`src/rtl/rtba_ram.sv`:
```
// Generic single-port synchronous RAM with registered read.
module rtba_ram #(
    parameter int Width = 8,
    parameter int Depth = 16
) (
    input  logic                     i_clk,
    input  logic                     i_we,
    input  logic [$clog2(Depth)-1:0] i_addr,
    input  logic [Width-1:0]         i_wdata,
    output logic [Width-1:0]         o_rdata
);

    logic [Width-1:0] r_mem [Depth];

    always_ff @(posedge i_clk) begin
        if (i_we) begin
            r_mem[i_addr] <= i_wdata;
        end
        o_rdata <= r_mem[i_addr];
    end

endmodule
```
`config.mk`:
```
export PLATFORM = sky130hd
export DESIGN_NAME = rtba_ram
export DESIGN_NICKNAME = d
export VERILOG_FILES = /design/src/rtl/rtba_ram.sv
export SDC_FILE = /design/constraint.sdc
export NUM_CORES = 1
export LEC_CHECK = 0
export BUFFER_PORTS_ARGS = -buffer_cell sky130_fd_sc_hd__buf_2
export CAP_MARGIN = 0
export CORE_MARGIN = 8
export CORE_UTILIZATION = 60
export CTS_BUF_LIST = sky130_fd_sc_hd__clkbuf_8
export DETAILED_ROUTE_END_ITERATION = 10
export PLACE_DENSITY = 0.86
export SYNTH_ARGS = -nofsm -noshare
export SYNTH_HDL_FRONTEND = slang
export SYNTH_SLANG_ARGS = --single-unit
```
`constraint.sdc`:
```
create_clock -name i_clk -period 4.21 [get_ports i_clk]
set_input_delay 1.263 -clock i_clk [delete_from_list [all_inputs] [get_ports i_clk]]
set_output_delay 1.263 -clock i_clk [all_outputs]
set_load 0.02 [all_outputs]
```
==> metrics.txt, run 1 <==
synth cell count leaders 128 x edfxtp_1, 32 x mux4_2, 16 x a22oi_1; drt pass-1 iters 5; Worst-path clk slew 0.08 ns; cell leakage power 1.95 nW; worst setup path endpoint o_rdata[6]; share of cells above drive strength 1 0.349; hold_buf cts 0; Root Driver clkbuf_8; clock sinks 136; gr usage total 0.181; unrepaired setup endpoints after global routing no; # setup viols final 0; Max-Cap Viols 0; synthesized area 5070 um^2; clk_skew 0.0131 ns; dpl hpwl 5.99 mm; Critical Path Fanout Max 35; crit share post-route 0.669; Yosys reg bits 136; crit-path leading delay family buffers and inverters; Max Freq 0.355 GHz; Worst slew margin 0.305; count of cell types in the netlist 18; Layout area overhead 15.5%; wire length per cell 24.4 um; via count 2464; setup TNS 0 ns; CP required 4.53 ns; most frequent cell after synthesis edfxtp_1; cell area after layout 5850 um^2; Initial Util 0.617; worst-margin pin slew 1.04 ns; Die X-Extent 108 um; largest stage delay on the critical path 0.77 ns; Worst EP arrival 3.13 ns; FP Rows 33; Post-Syn Area per Cell 22.0 um^2; grt ovf 0; crit path from i_addr[0]; critical path's slowest cell buf_2; fin util 0.712; R2R cell count 3; post-route insts no fill 394; post-synth top area share 0.759; Cells after DPL 362; Starting DRT DRC Count 228; CP Cell Sequence buf_2 > buf_4 > mux4_2 > a22oi_1 > nand2_1; Hold Path Class flip-flop to flip-flop; outcome finished, final reports clean; critical path buffer and inverter count 2; pin count of the biggest net entering global routing 36; critical path class input pin to flip-flop; clock latency on the worst-skew pair 0.43 ns; global-route wire length before repair 15.1 mm; warnings from Yosys 0; final hold violations 0; PortBufs 21; Slew Limit Fails 0; flop-to-flop setup slack 2.87 ns; post_cts resized 0; Net count, final 290; syn_nets 244; initial antenna violation count 0; routability congestion estimate 0.772; Ant. Diodes 0; Post-synth ARST share 0; Final min period 2.82 ns; Post-CTS Setup Bufs 0; die area 11600 um^2; vias in the first global route 2636; TritonCTS clock tree yes; number of flops mapped to enable cells by yosys 128; maximum vdd drop 0.000320 V; WP depth 5; Worst Setup Start Kind input pin; Cell Area, Placed 5370 um^2; Pwr Density 500 nW/um^2; WL final 9.63 mm; register area share after synthesis 0.790; top cells by area, synth edfxtp_1 76%, mux4_2 14%, dfxtp_1 3.2%, a22oi_1 2.4%, nor2_1 0.96%; hold path startpoint r_mem[15][1]; ys flop type edfxtp_1; Reg-to-Reg End o_rdata[5]; PnR Total Power 0.00292 W; total CTS buffers 17; H-Tree Depth 4; die height 108 um; Max clock buf depth 2; Antenna Nets Post-Route 0; Cells after Synth 230; top cell type by total area after synthesis edfxtp_1; # DRC 0; # IOs 22; RR Startpoint r_mem[3][5]; via/cell ratio 6.25; core area 8220 um^2; CP Capture Type flip-flop
## worst register-to-register path, stage by stage, from the launching register on
cell	delay, ns
edfxtp_1	0.37
mux4_2	0.47
a22oi_1	0.31
nand2_1	0.08
## registers in the layout, indices dropped and copies added (netlist names)
register	cells
r_mem	128
o_rdata	8
## cell families after synthesis
| kind of cell | count (synthesis) | synth area share |
|---|---|---|
| flip-flops | 136 | 0.790 |
| AND/OR/NAND/NOR | 35 | 0.0321 |
| multiplexers | 32 | 0.142 |
| AO/OA/AOI/OAI | 16 | 0.0237 |
| buffers and inverters | 11 | 0.0119 |
## power by group
group | total [W] | leakage [nW] | internal, W | switching (W)
clock | 0.00126 | 0.246 | 0.000778 | 0.000478
sequential | 0.00152 | 1.22 | 0.00151 | 0.00000899
combinational | 0.000146 | 0.484 | 0.0000576 | 0.0000884
## layout by cell type, fill, tap and decap left out
cell	count
a22oi_1	16
and2_1	1
buf_2	21
buf_4	17
bufinv_16	6
clkbuf_8	18
clkinv_2	2
clkinv_4	2
clkinvlp_4	1
dfxtp_1	8
edfxtp_1	128
inv_1	2
inv_6	1
mux4_2	32
nand2_1	9
nand2b_1	2
nand3_1	1
nand3b_1	2
nor2_1	13
nor2b_1	2
nor3_1	4
or3b_2	1
## layer usage
metal	up-vias	GRT usage	part of all wire
met3	21	0.0515	0.061
met5	-	0	0
met2	120	0.286	0.51
met1	1272	0.222	0.40
met4	0	0.103	0.028
li1	1051	-	-
## stage by stage
step	setup WS (ns)	hold WS (ns)
after global routing	1.22	0.699
final	1.39	0.667
after detailed placement	0.867	0.653
after floorplan	1.45	0.635
after CTS	1.33	0.672
after global placement	0.904	0.649
## cell type report
class | instances | area, um^2
clock buffer | 18 | 248
clock inverter | 14 | 231
fill | 475 | 2370
multi-input combinational | 83 | 1000
sequential | 136 | 4000
tap | 105 | 131
timing repair buffer | 38 | 233
## how the worst min path moves through the flow
| stage | endpoint | slack [ns] | cells after the start |
|---|---|---|---|
| 6_report | o_rdata[1] | 0.67 | 3 |
| 4_1_cts | o_rdata[1] | 0.67 | 3 |
| 5_1_grt | o_rdata[5] | 0.70 | 3 |
| 2_1_floorplan | o_rdata[0] | 0.63 | 3 |
| 3_3_place_gp | o_rdata[1] | 0.65 | 3 |
| 3_5_place_dp | o_rdata[1] | 0.65 | 3 |
(Power assumes the default switching activity.)
==> run 2, diff against run 1 <==
--- a/config.mk
+++ b/config.mk
@@ -5,13 +5,14 @@
 export SDC_FILE = /design/constraint.sdc
 export NUM_CORES = 1
 export LEC_CHECK = 0
+export ABC_AREA = 1
 export BUFFER_PORTS_ARGS = -buffer_cell sky130_fd_sc_hd__buf_2
 export CAP_MARGIN = 0
 export CORE_MARGIN = 8
-export CORE_UTILIZATION = 60
+export CORE_UTILIZATION = 57
 export CTS_BUF_LIST = sky130_fd_sc_hd__clkbuf_8
 export DETAILED_ROUTE_END_ITERATION = 10
-export PLACE_DENSITY = 0.86
+export PLACE_DENSITY = 0.85
 export SYNTH_ARGS = -nofsm -noshare
 export SYNTH_HDL_FRONTEND = slang
 export SYNTH_SLANG_ARGS = --single-unit
==> constraint.sdc (replaced) <==
create_clock -name i_clk -period 2.3 [get_ports i_clk]
set_input_delay 0.69 -clock i_clk [delete_from_list [all_inputs] [get_ports i_clk]]
set_output_delay 0.69 -clock i_clk [all_outputs]
set_load 0.02 [all_outputs]
==> metrics.txt, run 2 <==
outcome finished, final reports clean; number of flops mapped to enable cells by yosys 128 (unchanged); Net count, final 608 (+110%); Max-Cap Viols 0 (unchanged); Worst-path clk slew 0.07 ns (about the same); post-route insts no fill 739 (+88%); Post-synth ARST share 0 (unchanged); critical path class flip-flop to output pin; Critical Path Fanout Max 1 (-97%); crit-path leading delay family flip-flops; Initial Util 0.580 (-0.0365); hold path startpoint i_wdata[7]; share of cells above drive strength 1 0.129 (-0.221); vias in the first global route 3832 (+45%); Cells after DPL 708 (+96%); count of cell types in the netlist 11 (-7); commonest non-fill, non-tap cell in the layout nand2_1; pin count of the biggest net entering global routing 38 (+5.6%); Antenna Nets Post-Route 0 (unchanged); top cell type by total area after synthesis edfxtp_1; die height 115 um (+6.6%); Worst Setup Start Kind flip-flop; Layout area overhead 14.3%; Starting DRT DRC Count 370 (+62%); most frequent cells in the layout 346 x nand2_1, 128 x edfxtp_1, 27 x buf_4, 22 x inv_1, 21 x buf_2; die area 13200 um^2 (+14%); gr usage total 0.201 (+0.0197); routability congestion estimate 0.903 (+17%); via count 3907 (+59%); Slew Limit Fails 0 (unchanged); Largest Register r_mem; Post-Syn Area per Cell 10.2 um^2 (-54%); worst-margin pin slew 0.388 ns (-0.654 ns); syn_nets 562 (+130%); Die X-Extent 115 um (+6.6%); warnings from Yosys 0 (unchanged); largest stage delay on the critical path 0.37 ns (-0.40 ns); Root Driver clkbuf_8; Largest register FFs 128 (unchanged); synthesized area 5590 um^2 (+10%); clock latency on the worst-skew pair 0.43 ns (about the same); grt ovf 0 (unchanged); critical path's slowest cell dfxtp_1; drt pass-1 iters 5 (unchanged); synth cell count leaders 346 x nand2_1, 128 x edfxtp_1, 21 x inv_1; # IOs 22 (unchanged); FP Rows 36 (+9.1%); # setup viols final 0 (unchanged); total CTS buffers 17 (unchanged); ys flop type edfxtp_1; core area 9640 um^2 (+17%); critical path buffer and inverter count 1 (-1); Yosys reg bits 136 (unchanged); CP Cell Sequence buf_2; Post-CTS Setup Bufs 0 (unchanged); clock sinks 136 (unchanged); register area share after synthesis 0.716 (-0.0742); CP Capture Type output pin; Top Registers r_mem: 128 flops, o_rdata: 8 flops; CP required 1.61 ns (-2.92 ns); crit share post-route 0.728; most frequent cell after synthesis nand2_1; WL final 12.5 mm (+30%); Max clock buf depth 2 (unchanged); Ant. Diodes 0 (unchanged); via/cell ratio 5.29 (-15%); post-synth top area share 0.687 (-0.0713); dpl hpwl 7.66 mm (+28%); H-Tree Depth 4 (unchanged); Hold Path Class input pin to flip-flop; TritonCTS clock tree yes; setup TNS 0 ns (unchanged); initial antenna violation count 0 (unchanged); unrepaired setup endpoints after global routing no; top cells by area, synth edfxtp_1 69%, nand2_1 23%, dfxtp_1 2.9%, inv_1 1.4%, nor2_1 1.2%; hold_buf cts 0 (unchanged); Pwr Density 829 nW/um^2 (+66%); post_cts resized 0 (unchanged); Worst slew margin 0.741 (+0.436); Worst EP arrival 0.98 ns (-2.15 ns); # DRC 0 (unchanged); Max Freq 0.597 GHz; global-route wire length before repair 19.5 mm (+30%); maximum vdd drop 0.000478 V (+49%); clk_skew 0.00577 ns (-0.00737 ns); RR Startpoint r_mem[0][4]; final hold violations 0 (unchanged); cell leakage power 2.79 nW (+43%); Final min period 1.67 ns; wire length per cell 16.9 um (-31%); Cells after Synth 548 (+140%); crit path from o_rdata[6]; PortBufs 21 (unchanged)
[run 2: path summary, 6_finish.rpt]
| path | end | slack, ns | cells after the start |
|---|---|---|---|
| max | o_rdata[6] | 0.63 | 1 |
| min | r_mem[0][7] | 0.67 | 1 |
| max reg2reg | o_rdata[4] | 1.26 | 8 |
| min reg2reg | o_rdata[6] | 0.71 | 8 |
[run 2: cells by family (layout without fill, tap and decap cells)]
family	Yosys count	count (layout)	synth area share
buffers and inverters	44	102	0.0362
flip-flops	136	136	0.716
AND/OR/NAND/NOR	368	368	0.248
[run 2: power by group]
group	total (W)	switching, W	internal (W)
sequential	0.00279	0.0000198	0.00277
clock	0.00215	0.000877	0.00128
combinational	0.000357	0.000260	0.0000976
total	0.00530	0.00116	0.00414
[run 2: metrics by stage]
| stage | area (um^2) | util | setup WS, ns | hold slack (ns) | power [W] |
|---|---|---|---|---|---|
| global route | 6390 | 0.663 | 0.584 | 0.643 | 0.00545 |
| CTS | 6390 | 0.663 | 0.602 | 0.644 | 0.00531 |
| finish | 6390 | 0.663 | 0.626 | 0.668 | 0.00530 |
| global placement | 5950 | 0.617 | 0.429 | 0.685 | 0.00318 |
| detailed placement | 5950 | 0.617 | 0.398 | 0.688 | 0.00319 |
| floorplan | 5590 | - | 0.233 | 0.643 | 0.00305 |
[run 2: area by class of cell]
cell class / instances / area (um^2)
inverter: 23 / 86.3
tap: 133 / 166
clock buffer: 17 / 234
timing repair buffer: 48 / 308
sequential: 136 / 4000
multi-input combinational: 368 / 1390
fill: 694 / 3250
clock inverter: 14 / 205
[run 2: routing by layer]
layer | GRT usage | vias up | wire length, um | part of all wire
met5 | 0 | - | 0 | 0
met4 | 0.0841 | 0 | 229 | 0.018
met3 | 0.0420 | 24 | 1030 | 0.082
met2 | 0.348 | 193 | 6470 | 0.52
met1 | 0.239 | 1853 | 4750 | 0.38
li1 | - | 1837 | - | -
==> run 3, diff against run 2 <==
==> constraint.sdc (replaced) <==
create_clock -name i_clk -period 1.45 [get_ports i_clk]
set_input_delay 0.435 -clock i_clk [delete_from_list [all_inputs] [get_ports i_clk]]
set_output_delay 0.435 -clock i_clk [all_outputs]
set_load 0.02 [all_outputs]
==> metrics.txt, run 3 (same netlist as run 2, synthesis figures left out) <==
Layout area overhead 16.6%; Max-Cap Viols 0 (unchanged); Max clock buf depth 2 (unchanged); commonest non-fill, non-tap cell in the layout nand2_1; Die X-Extent 115 um (unchanged); largest stage delay on the critical path 0.31 ns (-0.06 ns); WL final 12.2 mm (-1.9%); crit share post-route 0.921; crit-path leading delay family flip-flops; Max Freq 0.749 GHz; drt pass-1 iters 5 (unchanged); Largest Register r_mem; die height 115 um (unchanged); final setup margin 0.115 ns (-0.511 ns); gr usage total 0.197 (-0.00357); hold path cells 1 (unchanged); setup TNS 0 ns (unchanged); post-route insts no fill 731 (-1.1%); critical path class flip-flop to output pin; clock latency on the worst-skew pair 0.43 ns (about the same); Initial Util 0.580 (unchanged); hold path startpoint i_wdata[4]; flop-to-flop setup slack 0.36 ns (-0.90 ns); worst-margin pin slew 0.437 ns (+0.0488 ns); setup slack at placement -0.139 ns (-0.537 ns); initial antenna violation count 0 (unchanged); outcome finished, final reports clean; core area 9640 um^2 (unchanged); CP required 1.02 ns (-0.59 ns); clock sinks 136 (unchanged); final hold violations 0 (unchanged); maximum vdd drop 0.000706 V (+48%); H-Tree Depth 4 (unchanged); fin util 0.677 (+0.0138); hold_buf cts 0 (unchanged); # IOs 22 (unchanged); Final min period 1.33 ns; FILL cells 704 (+1.4%); PortBufs 21 (unchanged); share of cells above drive strength 1 0.157 (+0.0287); # setup viols final 0 (unchanged); Root Driver clkbuf_8; Worst EP arrival 0.90 ns (-0.08 ns); Slew Limit Fails 0 (unchanged); dpl hpwl 7.67 mm (+0.19%); Largest register FFs 128 (unchanged); total CTS buffers 17 (unchanged); cell leakage power 2.74 nW (-1.6%); pin count of the biggest net entering global routing 33 (-13%); Cells after DPL 698 (-1.4%); FP Rows 36 (unchanged); Post-CTS Setup Bufs 0 (unchanged); Worst slew margin 0.709 (-0.0325); most frequent cells in the layout 346 x nand2_1, 128 x edfxtp_1, 21 x inv_1, 21 x buf_2, 19 x clkbuf_8; clk_skew 0.00753 ns (+0.00176 ns); Pwr Density 1260 nW/um^2 (+52%); via count 3803 (-2.7%); Hold Path Class input pin to flip-flop; via/cell ratio 5.20 (-1.6%); Critical Path Fanout Max 1 (unchanged); Starting DRT DRC Count 321 (-13%); critical path buffer and inverter count 1 (unchanged); wire length per cell 16.7 um (-0.85%); critical path's slowest cell dfxtp_1; R2R cell count 8 (unchanged); RR Startpoint r_mem[6][2]; Min-Delay Endpoint r_mem[8][4]; Antenna Nets Post-Route 0 (unchanged); Worst Setup Start Kind flip-flop; CP Capture Type output pin; Net count, final 598 (-1.6%); CP Cell Sequence buf_2; TritonCTS clock tree yes; die area 13200 um^2 (unchanged); Reg-to-Reg End o_rdata[2]; vias in the first global route 3820 (-0.31%); global-route wire length before repair 19.3 mm (-1.1%); final hold slack 0.439 ns (-0.229 ns); routability congestion estimate 0.834 (-7.7%); Top Registers r_mem: 128 flops, o_rdata: 8 flops; grt ovf 0 (unchanged); Worst-path clk slew 0.08 ns (about the same); # DRC 0 (unchanged); post_cts resized 0 (unchanged); unrepaired setup endpoints after global routing no
## run 3: cell types whose count changed in the layout (fill, tap and decap cells not counted), sizes merged
cell / change
buf: -10
bufinv: -2
clkbuf: +2
clkinvlp: +2
diode: +1
inv: -1
## run 3: final cells by class
type                            count  area (um^2)  share of cell area
Clock inverter                     13          153              0.0234
Inverter                           23         91.3              0.0140
Tap cell                          133          166              0.0255
Multi-Input combinational cell    368         1560               0.239
Antenna cell                        1         2.50            0.000384
Timing Repair Buffer               38          283              0.0434
Clock buffer                       19          262              0.0401
Sequential cell                   136         4000               0.614
## run 3: stage by stage
stage          cell area (um^2)  total power (W)
5_1_grt                    6520          0.00848
3_3_place_gp               6110          0.00509
4_1_cts                    6520          0.00825
2_1_floorplan              5790          0.00488
3_5_place_dp               6110          0.00512
6_report                   6520          0.00824
## run 3: worst max path at each step
stage	start	endpoint	depth (start not counted)
2_1_floorplan	i_addr[0]	r_mem[0][0]	5
3_3_place_gp	i_addr[0]	r_mem[0][5]	4
3_5_place_dp	i_addr[0]	r_mem[10][1]	4
4_1_cts	o_rdata[7]	o_rdata[7]	1
5_1_grt	o_rdata[7]	o_rdata[7]	1
6_report	o_rdata[7]	o_rdata[7]	1
## run 3: per-layer routing
layer,global-route usage,share of wire,vias up
met5,0,0,-
met1,0.235,0.41,1785
met2,0.326,0.50,161
met3,0.0436,0.062,28
li1,-,-,1829
met4,0.114,0.030,0
## run 3: report_power, final
| group | total (W) | switching [W] | internal (W) |
|---|---|---|---|
| combinational | 0.000630 | 0.000448 | 0.000182 |
| clock | 0.00319 | 0.00142 | 0.00178 |
| sequential | 0.00441 | 0.0000239 | 0.00439 |
| total | 0.00824 | 0.00189 | 0.00635 |
